File: src/rtl/core/cbp_pkg.sv
// ============================================================================
// Context bit predictor package
// Guess codes, fill states, table request and result types, and the
// context-to-row mapping of the occurrence counter table.
// ============================================================================
package cbp_pkg;

  // Prediction codes for the next bit of the stream.
  typedef enum logic [1:0] {
    GUESS_ZERO    = 2'd0,
    GUESS_ONE     = 2'd1,
    GUESS_UNKNOWN = 2'd2
  } guess_t;

  // History fill sequence: two picks fill the history, then full steps.
  typedef enum logic [2:0] {
    FILL_FIRST  = 3'b001,
    FILL_SECOND = 3'b010,
    RUNNING     = 3'b100
  } fill_state_t;

  // Margin register.
  localparam int MARGIN_W = 8;
  localparam logic [MARGIN_W-1:0] MARGIN_RESET = 8'd1;

  // Counter table: one row per context, two counters (next bit 0 and 1) per row.
  localparam int CTX_ROWS  = 36;
  localparam int ROW_IDX_W = 6;

  // Result queue.
  localparam int RES_DEPTH = 3;
  localparam int RES_PTR_W = 2;
  localparam int RES_CNT_W = 2;

  typedef logic [ROW_IDX_W-1:0] row_idx_t;

  // Write and read request to the counter table.
  typedef struct packed {
    logic     wr_en;
    row_idx_t wr_row;
    logic     rd_en;
    row_idx_t rd_row;
  } tbl_req_t;

  // One result item.
  typedef struct packed {
    guess_t next_guess;
    logic   hit;
    logic   primed;
  } result_t;

  // Row of a context: older pick, older guess, newer pick, newer guess.
  function automatic row_idx_t ctx_row(logic op, guess_t og, logic np, guess_t ng);
    row_idx_t a;
    row_idx_t b;
    row_idx_t c;
    a = {5'd0, op} * 6'd3 + {4'd0, og};
    b = a * 6'd2 + {5'd0, np};
    c = b * 6'd3 + {4'd0, ng};
    return c;
  endfunction

endpackage

File: src/rtl/core/cbp_in_if.sv
// ============================================================================
// Context bit predictor input channel
// Valid/ready channel that carries one observed bit per item.
// ============================================================================
interface cbp_in_if;
  logic valid;
  logic ready;
  logic pick;

  modport source (output valid, output pick, input ready);
  modport sink (input valid, input pick, output ready);
endinterface

File: src/rtl/core/cbp_out_if.sv
// ============================================================================
// Context bit predictor result channel
// Valid/ready channel that carries one prediction result per item.
// ============================================================================
interface cbp_out_if;
  logic       valid;
  logic       ready;
  logic [1:0] next_guess;
  logic       hit;
  logic       primed;

  modport source (output valid, output next_guess, output hit, output primed, input ready);
  modport sink (input valid, input next_guess, input hit, input primed, output ready);
endinterface

File: src/rtl/core/cbp_count_table.sv
// ============================================================================
// Occurrence counter table
// One row per context holding the counters for next bit 0 and 1. Row valid
// bits make every row read as zero after reset. The read data is
// registered and a write to the row being read is forwarded.
// ============================================================================
module cbp_count_table import cbp_pkg::*; #(
  parameter int COUNT_BITS = 16
) (
  input  logic                    clk,
  input  logic                    rst_n,
  input  tbl_req_t                req,
  input  logic [2*COUNT_BITS-1:0] wr_data,
  output logic [2*COUNT_BITS-1:0] rd_data
);

  logic [2*COUNT_BITS-1:0] mem [CTX_ROWS];
  logic [CTX_ROWS-1:0]     row_vld_r;
  logic [2*COUNT_BITS-1:0] rd_data_r;

  // Row storage.
  always_ff @(posedge clk) begin
    if (req.wr_en) begin
      mem[req.wr_row] <= wr_data;
    end
  end

  // A row holds real counts once it has been written.
  always_ff @(posedge clk) begin
    if (!rst_n) begin
      row_vld_r <= '0;
    end else if (req.wr_en) begin
      row_vld_r[req.wr_row] <= 1'b1;
    end
  end

  // Registered read with forwarding of a same-cycle write.
  always_ff @(posedge clk) begin
    if (req.rd_en) begin
      if (req.wr_en && (req.wr_row == req.rd_row)) begin
        rd_data_r <= wr_data;
      end else if (row_vld_r[req.rd_row]) begin
        rd_data_r <= mem[req.rd_row];
      end else begin
        rd_data_r <= '0;
      end
    end
  end

  assign rd_data = rd_data_r;

endmodule

File: src/rtl/core/cbp_result_fifo.sv
// ============================================================================
// Result queue
// Small queue of result items in front of the result channel, so that the
// input side keeps accepting while the receiver stalls.
// ============================================================================
module cbp_result_fifo import cbp_pkg::*; (
  input  logic                 clk,
  input  logic                 rst_n,
  input  logic                 push,
  input  result_t              push_data,
  output logic [RES_CNT_W-1:0] level,
  cbp_out_if.source            out_ch
);

  result_t              slot_r [RES_DEPTH];
  logic [RES_PTR_W-1:0] wr_ptr_r;
  logic [RES_PTR_W-1:0] rd_ptr_r;
  logic [RES_CNT_W-1:0] count_r;
  logic                 pop;

  assign pop = out_ch.valid && out_ch.ready;

  // Slot storage.
  always_ff @(posedge clk) begin
    if (push) begin
      slot_r[wr_ptr_r] <= push_data;
    end
  end

  // Pointers and fill level.
  always_ff @(posedge clk) begin
    if (!rst_n) begin
      wr_ptr_r <= '0;
      rd_ptr_r <= '0;
      count_r  <= '0;
    end else begin
      if (push) begin
        wr_ptr_r <= (wr_ptr_r == RES_PTR_W'(RES_DEPTH - 1)) ? '0 : wr_ptr_r + RES_PTR_W'(1);
      end
      if (pop) begin
        rd_ptr_r <= (rd_ptr_r == RES_PTR_W'(RES_DEPTH - 1)) ? '0 : rd_ptr_r + RES_PTR_W'(1);
      end
      case ({push, pop})
        2'b10:   count_r <= count_r + RES_CNT_W'(1);
        2'b01:   count_r <= count_r - RES_CNT_W'(1);
        default: count_r <= count_r;
      endcase
    end
  end

  // Head of the queue drives the channel.
  assign out_ch.valid      = (count_r != '0);
  assign out_ch.next_guess = slot_r[rd_ptr_r].next_guess;
  assign out_ch.hit        = slot_r[rd_ptr_r].hit;
  assign out_ch.primed     = slot_r[rd_ptr_r].primed;
  assign level             = count_r;

endmodule

File: src/rtl/core/context_bit_predictor.sv
// ============================================================================
// Context bit predictor
// Predicts the next bit of a stream from occurrence counts of short contexts.
// ============================================================================
// Usage:
//   in_ch carries one observed bit (pick) per item; out_ch returns one result
//   per item: the guess for the next bit (0, 1 or 2 for unknown), whether the
//   pending guess matched this pick, and whether the history was full.
//   cfg_wr_en/cfg_wr_data write the 8-bit margin; write it only while idle.
//   Path: a result passes the result stage register and then the result
//   queue before out_ch can take it.
//   Throughput: one item per cycle while in_ch.ready is high. The counter
//   table does one read-modify-write per item: the counters of the current
//   context sit in the table's read register, the incremented row is written
//   back and the row of the next context is read in the same cycle, with the
//   guess formed from that read register in the following cycle.
//   Reset: history, pending guess and margin return to their reset values
//   and all table rows read as zero at once; in_ch.ready rises right after.
//   Stall: results queue in a three-entry buffer; in_ch.ready is low while
//   three results are held or on their way, and rises after the edge at
//   which out_ch takes one.
// ============================================================================
module context_bit_predictor import cbp_pkg::*; #(
  parameter int COUNT_BITS = 16
) (
  input  logic                clk,
  input  logic                rst_n,
  cbp_in_if.sink              in_ch,
  cbp_out_if.source           out_ch,
  input  logic                cfg_wr_en,
  input  logic [MARGIN_W-1:0] cfg_wr_data
);

  localparam int CMP_W = (COUNT_BITS > MARGIN_W) ? COUNT_BITS : MARGIN_W;

  logic [MARGIN_W-1:0]     margin_r;
  fill_state_t             fill_state_r;
  logic                    older_pick_r;
  logic                    newer_pick_r;
  guess_t                  older_guess_r;
  guess_t                  newer_guess_r;
  guess_t                  pend_guess_r;
  logic                    pend_fresh_r;
  logic                    b_valid_r;
  logic                    b_hit_r;
  logic                    b_primed_r;

  logic                    in_acc;
  logic                    running;
  tbl_req_t                tbl_req;
  logic [2*COUNT_BITS-1:0] tbl_rd_data;
  logic [2*COUNT_BITS-1:0] tbl_wr_data;
  logic [COUNT_BITS-1:0]   cnt0;
  logic [COUNT_BITS-1:0]   cnt1;
  logic [COUNT_BITS-1:0]   cnt_sel;
  logic [COUNT_BITS-1:0]   cnt_inc;
  logic [COUNT_BITS-1:0]   cnt_diff;
  logic [CMP_W-1:0]        mag_ext;
  logic [CMP_W-1:0]        margin_ext;
  guess_t                  calc_guess;
  guess_t                  pend_now;
  logic                    hit_now;
  logic [RES_CNT_W-1:0]    res_level;
  logic [RES_CNT_W:0]      occupancy;
  result_t                 res_push_data;

  // Handshake: room is kept for every result still in flight.
  assign occupancy   = {1'b0, res_level} + {{RES_CNT_W{1'b0}}, b_valid_r};
  assign in_ch.ready = (occupancy < (RES_CNT_W + 1)'(RES_DEPTH));
  assign in_acc      = in_ch.valid && in_ch.ready;
  assign running     = (fill_state_r == RUNNING);

  // Margin register.
  always_ff @(posedge clk) begin
    if (!rst_n) begin
      margin_r <= MARGIN_RESET;
    end else if (cfg_wr_en) begin
      margin_r <= cfg_wr_data;
    end
  end

  // Guess from the counters of the current context.
  assign cnt0       = tbl_rd_data[COUNT_BITS-1:0];
  assign cnt1       = tbl_rd_data[2*COUNT_BITS-1:COUNT_BITS];
  assign cnt_diff   = (cnt0 >= cnt1) ? (cnt0 - cnt1) : (cnt1 - cnt0);
  assign mag_ext    = CMP_W'(cnt_diff);
  assign margin_ext = CMP_W'(margin_r);

  always_comb begin
    if (mag_ext < margin_ext) begin
      calc_guess = GUESS_UNKNOWN;
    end else if (cnt0 < cnt1) begin
      calc_guess = GUESS_ONE;
    end else begin
      calc_guess = GUESS_ZERO;
    end
  end

  // The guess is taken from the table read right after a full step, and
  // held in a register afterwards so that a later margin write leaves it.
  assign pend_now = pend_fresh_r ? calc_guess : pend_guess_r;
  assign hit_now  = ({1'b0, in_ch.pick} == pend_now);

  // Saturating increment of the counter for the old context and this pick.
  assign cnt_sel     = in_ch.pick ? cnt1 : cnt0;
  assign cnt_inc     = (&cnt_sel) ? cnt_sel : cnt_sel + COUNT_BITS'(1);
  assign tbl_wr_data = in_ch.pick ? {cnt_inc, cnt0} : {cnt1, cnt_inc};

  // Table access: write back the old context, read the next one.
  always_comb begin
    tbl_req.wr_en  = in_acc && running;
    tbl_req.wr_row = ctx_row(older_pick_r, older_guess_r, newer_pick_r, newer_guess_r);
    tbl_req.rd_en  = in_acc;
    if (running) begin
      tbl_req.rd_row = ctx_row(newer_pick_r, newer_guess_r, in_ch.pick, pend_now);
    end else begin
      tbl_req.rd_row = ctx_row(older_pick_r, older_guess_r, in_ch.pick, GUESS_UNKNOWN);
    end
  end

  cbp_count_table #(
    .COUNT_BITS (COUNT_BITS)
  ) u_table (
    .clk     (clk),
    .rst_n   (rst_n),
    .req     (tbl_req),
    .wr_data (tbl_wr_data),
    .rd_data (tbl_rd_data)
  );

  // History of picks and their guesses.
  always_ff @(posedge clk) begin
    if (!rst_n) begin
      fill_state_r  <= FILL_FIRST;
      older_pick_r  <= 1'b0;
      older_guess_r <= GUESS_UNKNOWN;
      newer_pick_r  <= 1'b0;
      newer_guess_r <= GUESS_UNKNOWN;
    end else if (in_acc) begin
      unique case (fill_state_r)
        FILL_FIRST: begin
          older_pick_r  <= in_ch.pick;
          older_guess_r <= GUESS_UNKNOWN;
          fill_state_r  <= FILL_SECOND;
        end
        FILL_SECOND: begin
          newer_pick_r  <= in_ch.pick;
          newer_guess_r <= GUESS_UNKNOWN;
          fill_state_r  <= RUNNING;
        end
        RUNNING: begin
          older_pick_r  <= newer_pick_r;
          older_guess_r <= newer_guess_r;
          newer_pick_r  <= in_ch.pick;
          newer_guess_r <= pend_now;
        end
        default: begin
          fill_state_r <= FILL_FIRST;
        end
      endcase
    end
  end

  // Pending guess and the result stage.
  always_ff @(posedge clk) begin
    if (!rst_n) begin
      pend_guess_r <= GUESS_UNKNOWN;
      pend_fresh_r <= 1'b0;
      b_valid_r    <= 1'b0;
    end else begin
      pend_guess_r <= pend_now;
      pend_fresh_r <= in_acc && running;
      b_valid_r    <= in_acc;
    end
  end

  always_ff @(posedge clk) begin
    if (in_acc) begin
      b_hit_r    <= running && hit_now;
      b_primed_r <= running;
    end
  end

  // Result item: the guess is ready in the cycle after the item is taken.
  always_comb begin
    res_push_data.next_guess = b_primed_r ? pend_now : GUESS_UNKNOWN;
    res_push_data.hit        = b_hit_r;
    res_push_data.primed     = b_primed_r;
  end

  cbp_result_fifo u_res_fifo (
    .clk       (clk),
    .rst_n     (rst_n),
    .push      (b_valid_r),
    .push_data (res_push_data),
    .level     (res_level),
    .out_ch    (out_ch)
  );

  // The result queue never overflows.
  a_no_overflow: assert property (@(posedge clk) disable iff (!rst_n)
    b_valid_r |-> (res_level != RES_CNT_W'(RES_DEPTH)))
    else $error("Result pushed into a full queue.");

  // A fresh guess follows a full step taken in the previous cycle.
  a_fresh_after_step: assert property (@(posedge clk) disable iff (!rst_n)
    pend_fresh_r |-> $past(in_acc && running))
    else $error("Fresh guess without a preceding full step.");

  // A primed result is always paired with a fresh table read.
  a_primed_fresh: assert property (@(posedge clk) disable iff (!rst_n)
    (b_valid_r && b_primed_r) |-> pend_fresh_r)
    else $error("Primed result without fresh counters.");

endmodule
File: src/flat_wrapper.sv
// flat-port wrapper written by rule: the top's interface ports become plain ports
module context_bit_predictor_flat import cbp_pkg::*;
#(
  parameter int COUNT_BITS = 16
)
  (clk, rst_n, cfg_wr_en, cfg_wr_data, in_ch_valid, in_ch_pick, in_ch_ready, out_ch_valid, out_ch_next_guess, out_ch_hit, out_ch_primed, out_ch_ready);
  cbp_in_if in_ch_i ();
  cbp_out_if out_ch_i ();
  input  logic clk;
  input  logic rst_n;
  input  logic cfg_wr_en;
  input  logic [MARGIN_W-1:0] cfg_wr_data;
  input wire logic [$bits(in_ch_i.valid)-1:0] in_ch_valid;
  input wire logic [$bits(in_ch_i.pick)-1:0] in_ch_pick;
  output wire logic [$bits(in_ch_i.ready)-1:0] in_ch_ready;
  output wire logic [$bits(out_ch_i.valid)-1:0] out_ch_valid;
  output wire logic [$bits(out_ch_i.next_guess)-1:0] out_ch_next_guess;
  output wire logic [$bits(out_ch_i.hit)-1:0] out_ch_hit;
  output wire logic [$bits(out_ch_i.primed)-1:0] out_ch_primed;
  input wire logic [$bits(out_ch_i.ready)-1:0] out_ch_ready;
  assign in_ch_i.valid = in_ch_valid;
  assign in_ch_i.pick = in_ch_pick;
  assign in_ch_ready = in_ch_i.ready;
  assign out_ch_valid = out_ch_i.valid;
  assign out_ch_next_guess = out_ch_i.next_guess;
  assign out_ch_hit = out_ch_i.hit;
  assign out_ch_primed = out_ch_i.primed;
  assign out_ch_i.ready = out_ch_ready;
  context_bit_predictor #(.COUNT_BITS(COUNT_BITS)) u_core (.clk(clk), .rst_n(rst_n), .in_ch(in_ch_i), .out_ch(out_ch_i), .cfg_wr_en(cfg_wr_en), .cfg_wr_data(cfg_wr_data));
endmodule
File: config.mk
export PLATFORM = sky130hd
export DESIGN_NAME = context_bit_predictor_flat
export DESIGN_NICKNAME = d
export VERILOG_FILES = /design/src/rtl/core/cbp_pkg.sv /design/src/rtl/core/cbp_in_if.sv /design/src/rtl/core/cbp_out_if.sv /design/src/rtl/core/cbp_count_table.sv /design/src/rtl/core/cbp_result_fifo.sv /design/src/rtl/core/context_bit_predictor.sv /design/src/flat_wrapper.sv
export SDC_FILE = /design/constraint.sdc
export NUM_CORES = 2
export LEC_CHECK = 0
export CORE_MARGIN = 2
export CORE_UTILIZATION = 49
export DETAILED_ROUTE_END_ITERATION = 6
export DONT_BUFFER_PORTS = 1
export PLACE_DENSITY = 0.66
export SETUP_SLACK_MARGIN = 0.3
export SLEW_MARGIN = 15
export SYNTH_ARGS = -nofsm -noshare
export SYNTH_HDL_FRONTEND = slang
export SYNTH_SLANG_ARGS = --single-unit
File: constraint.sdc
create_clock -name clk -period 6.4 [get_ports clk]
set_input_delay 1.28 -clock clk [delete_from_list [all_inputs] [get_ports clk]]
set_output_delay 1.28 -clock clk [all_outputs]
set_load 0.005 [all_outputs]
==> run_results.csv <==
group,metric,value,unit
layout,final_common_cell,"edfxtp_1",
power_and_ir_drop,pwr-share-seq,0.377,
cts,clock_latency,0.73,ns
flow_run,drv_cap,0,
timing,setup_ws,-0.172,ns
power_and_ir_drop,p_sw_frac,0.334,
grt,grt.total_usage,0.257,
worst_setup_path,critPathRequiredTime,6.86,ns
floorplan,dieArea,107000,um^2
logic_synthesis,avgSynthCellArea,18.8,um^2
worst_setup_path,critPathCaptureType,"flip-flop",
timing,slew-limit-headroom,0.304,
drt,routedWlPerCell,29.9,um
cts,clk_pin_slew,0.06,ns
worst_setup_path,crit_type,"reg2reg",
logic_synthesis,synthArstFlopShare,0,
layout,fin_nets,3205,
timing,hold_viol_final,0,
floorplan,dieWidth,327,um
power_and_ir_drop,p_clk_frac,0.245,
timing,max_freq,0.152,GHz
floorplan,coreArea,104000,um^2
logic_synthesis,seq_area_frac_synth,0.728,
grt,grt_pass1_vias,28700,
power_and_ir_drop,combPwrFrac,0.378,
cts,cts.path.max_buffers,3,
min_path,hold_class,"reg2reg",
timing,finalCritPeriodShare,1.03,
layout,n_antenna_cell,0,
logic_synthesis,synth_edf_count,1198,
power_and_ir_drop,intPower,18600,uW
placed_design,routabilityCongestion,0.886,
timing,whs,0.458,ns
cts,htreeDepth,3,
drt,drt_wl_total,138,mm
logic_synthesis,synth_top_area_share,0.702,
power_and_ir_drop,switchingPower,9350,uW
worst_setup_path,max_stage_delay,0.53,ns
placed_design,dp.cells,4301,
timing,rsz0062_at_grt,"true",
placed_design,port_buffers,0,
grt,antenna_found_initial,0,
timing,maxSlewViolCount,0,
cts,cts_tree,"done",
worst_setup_path,worst_setup_path_start_kind,"flip-flop",
logic_synthesis,synth.cell_area,51200,um^2
timing,min_period,6.57,ns
worst_setup_path,worstPathArrival,7.03,ns
layout,drive_above_1_share,0.357,
floorplan,io_pins,20,
cts,cts.sinks,1263,
placed_design,hpwl,78.8,mm
drt,avgViaCountPerCell,6.19,
drt,firstDrtPassIters,6,
floorplan,num_rows,118,
cts,root_buffer,"clkbuf_16",
drt,ant_nets,0,
timing,worst_pin_slew,1.04,ns
power_and_ir_drop,p_leak,0.0207,uW
timing,finalSetupViolCount,31,
power_and_ir_drop,power.density,452,nW/um^2
outcome,outcome,"finished, violations left",
logic_synthesis,syn-num-nets,2805,
drt,num_vias,28500,
outcome,violations,"negative setup slack",
layout,layout_common_cells,"edfxtp_1 (1198), buf_4 (320), mux4_2 (292), nand2_1 (128), clkbuf_16 (120)",
worst_setup_path,critPathMaxFanout,8,
grt,grt_start_max_net_pins,65,
logic_synthesis,synth.distinct_cells,69,
drt,drtIter0Drc,3568,
logic_synthesis,ys_seq_elements,1263,
drt,drc,0,
logic_synthesis,synthCells,2722,
logic_synthesis,synth_area_leaders,"edfxtp_1 (70%), mux4_2 (13%), dfxtp_1 (2.5%)",
grt,grt_pass1_wl,198,mm
floorplan,start_util,0.494,
timing,skew,0.0443,ns
floorplan,die_y,327,um
layout,syn_to_final_growth,20.9,%
layout,finalInstanceArea,61900,um^2
cts,cts_made_buffers,119,
logic_synthesis,synth-main-ff-cell,"edfxtp_1",
placed_design,dpl_cell_area,56100,um^2
layout,final_cells,4603,
power_and_ir_drop,peakVddDrop,0.356,mV
worst_setup_path,slowest_stage,"fa_1",
logic_synthesis,yosysWarnings,0,
grt,grt.overflow.total,0,
logic_synthesis,synth_top_area_cell,"edfxtp_1",
worst_setup_path,ff2ff_setup_slack,-0.17,ns
==> synth_stat cells (14+ instances only) <==
cell type	number
edfxtp_1	1198
mux4_2	292
nand2_1	138
a22oi_1	131
a21oi_1	113
nor2_1	73
buf_2	68
dfxtp_1	65
inv_1	65
clkbuf_1	63
o21ai_0	63
ha_1	60
o21a_1	43
xnor2_1	39
nand3_1	26
mux2i_1	25
a21o_1	23
o2bb2ai_1	23
nor2b_1	22
nor3_1	14
==> logic make-up (layout without fill, tap and decap cells) <==
| group | count (synthesis) | in the layout | synth area share |
|---|---|---|---|
| adders and majority gates | 69 | 69 | 0.0182 |
| muxes | 326 | 326 | 0.135 |
| and+or+nand+nor | 341 | 342 | 0.0315 |
| AOI/OAI and AO/OA | 460 | 460 | 0.0606 |
| xor gates and xnor gates | 48 | 48 | 0.00821 |
| buffers and inverters | 215 | 715 | 0.0186 |
| DFF | 1263 | 1263 | 0.728 |
==> worst max-delay path: cells and delay by family (launching register included) <==
kind                     cells  cell delay [ns]
AO/OA/AOI/OAI               14             2.08
XOR/XNOR                     1             0.14
adder cells (fa/ha/maj)      5             1.54
buffers and inverters        7             0.86
flip-flops                   1             0.40
multiplexers                 2             0.73
AND/OR/NAND/NOR              4             0.54
==> flip-flops by register name, indices dropped and copies added, names as in the netlist, 2 cells and up, named ones only <==
register,flops
u_core.fill_state_r,3
u_core.margin_r,8
u_core.newer_guess_r,2
u_core.older_guess_r,2
u_core.pend_guess_r,2
u_core.u_res_fifo.level,2
u_core.u_res_fifo.rd_ptr_r,2
u_core.u_res_fifo.slot_r,12
u_core.u_res_fifo.wr_ptr_r,2
u_core.u_table.mem,1152
u_core.u_table.rd_data,32
u_core.u_table.row_vld_r,36
==> final cells by class <==
type                       count  area (um^2)
sequential                  1263        37300
multi-input combinational   1245        14400
inverter                      66          260
timing repair buffer         427         4430
clock inverter                72          682
tap                         1380         1730
clock buffer                 150         3100
fill                        7371        41700
==> timing repair <==
action,CTS,global route
pin swaps,34,30
buffers inserted,50,16
endpoints found under the setup margin,32,32
resized for setup,179,79
hold buffers,0,0
gates cloned,12,2
==> power groups by stage <==
stage          registers (uW)  logic (uW)  clock network, uW
2_1_floorplan           10800        4830                  0
3_3_place_gp            10700        8820                  0
3_5_place_dp            10700        8950                  0
4_1_cts                 10500       10000               6950
5_1_grt                 10600       11200               7270
6_report                10500       10600               6860
==> routing by layer <==
layer | up-vias | routed length, um | GRT usage
met5 | - | 0 | 0
met4 | 0 | 4370 | 0.0816
met3 | 222 | 12800 | 0.0492
met2 | 1465 | 65900 | 0.412
met1 | 14900 | 54500 | 0.360
li1 | 11900 | - | -
==> worst paths after layout <==
check,start,end,cells after the start
worst min register to register,u_core.b_hit_r,u_core.u_res_fifo.slot_r[2][1],0
worst max register to register,u_core.u_table.rd_data[0],u_core.u_table.rd_data[30],33
worst min-delay path,u_core.b_hit_r,u_core.u_res_fifo.slot_r[2][1],0
worst max-delay path,u_core.u_table.rd_data[0],u_core.u_table.rd_data[30],33
==> metrics by stage <==
stage | TNS, ns | total power (uW) | worst slack (ns) | utilization
3_3_place_gp | -16.22 | 19500 | -0.831 | 0.542
6_report | -3.24 | 28000 | -0.172 | 0.597
4_1_cts | -2.94 | 27500 | -0.149 | 0.592
2_1_floorplan | 0 | 15600 | 0.311 | -
3_5_place_dp | -16.10 | 19700 | -0.860 | 0.542
5_1_grt | -13.54 | 29100 | -0.483 | 0.597
(Power assumes the default switching activity.)
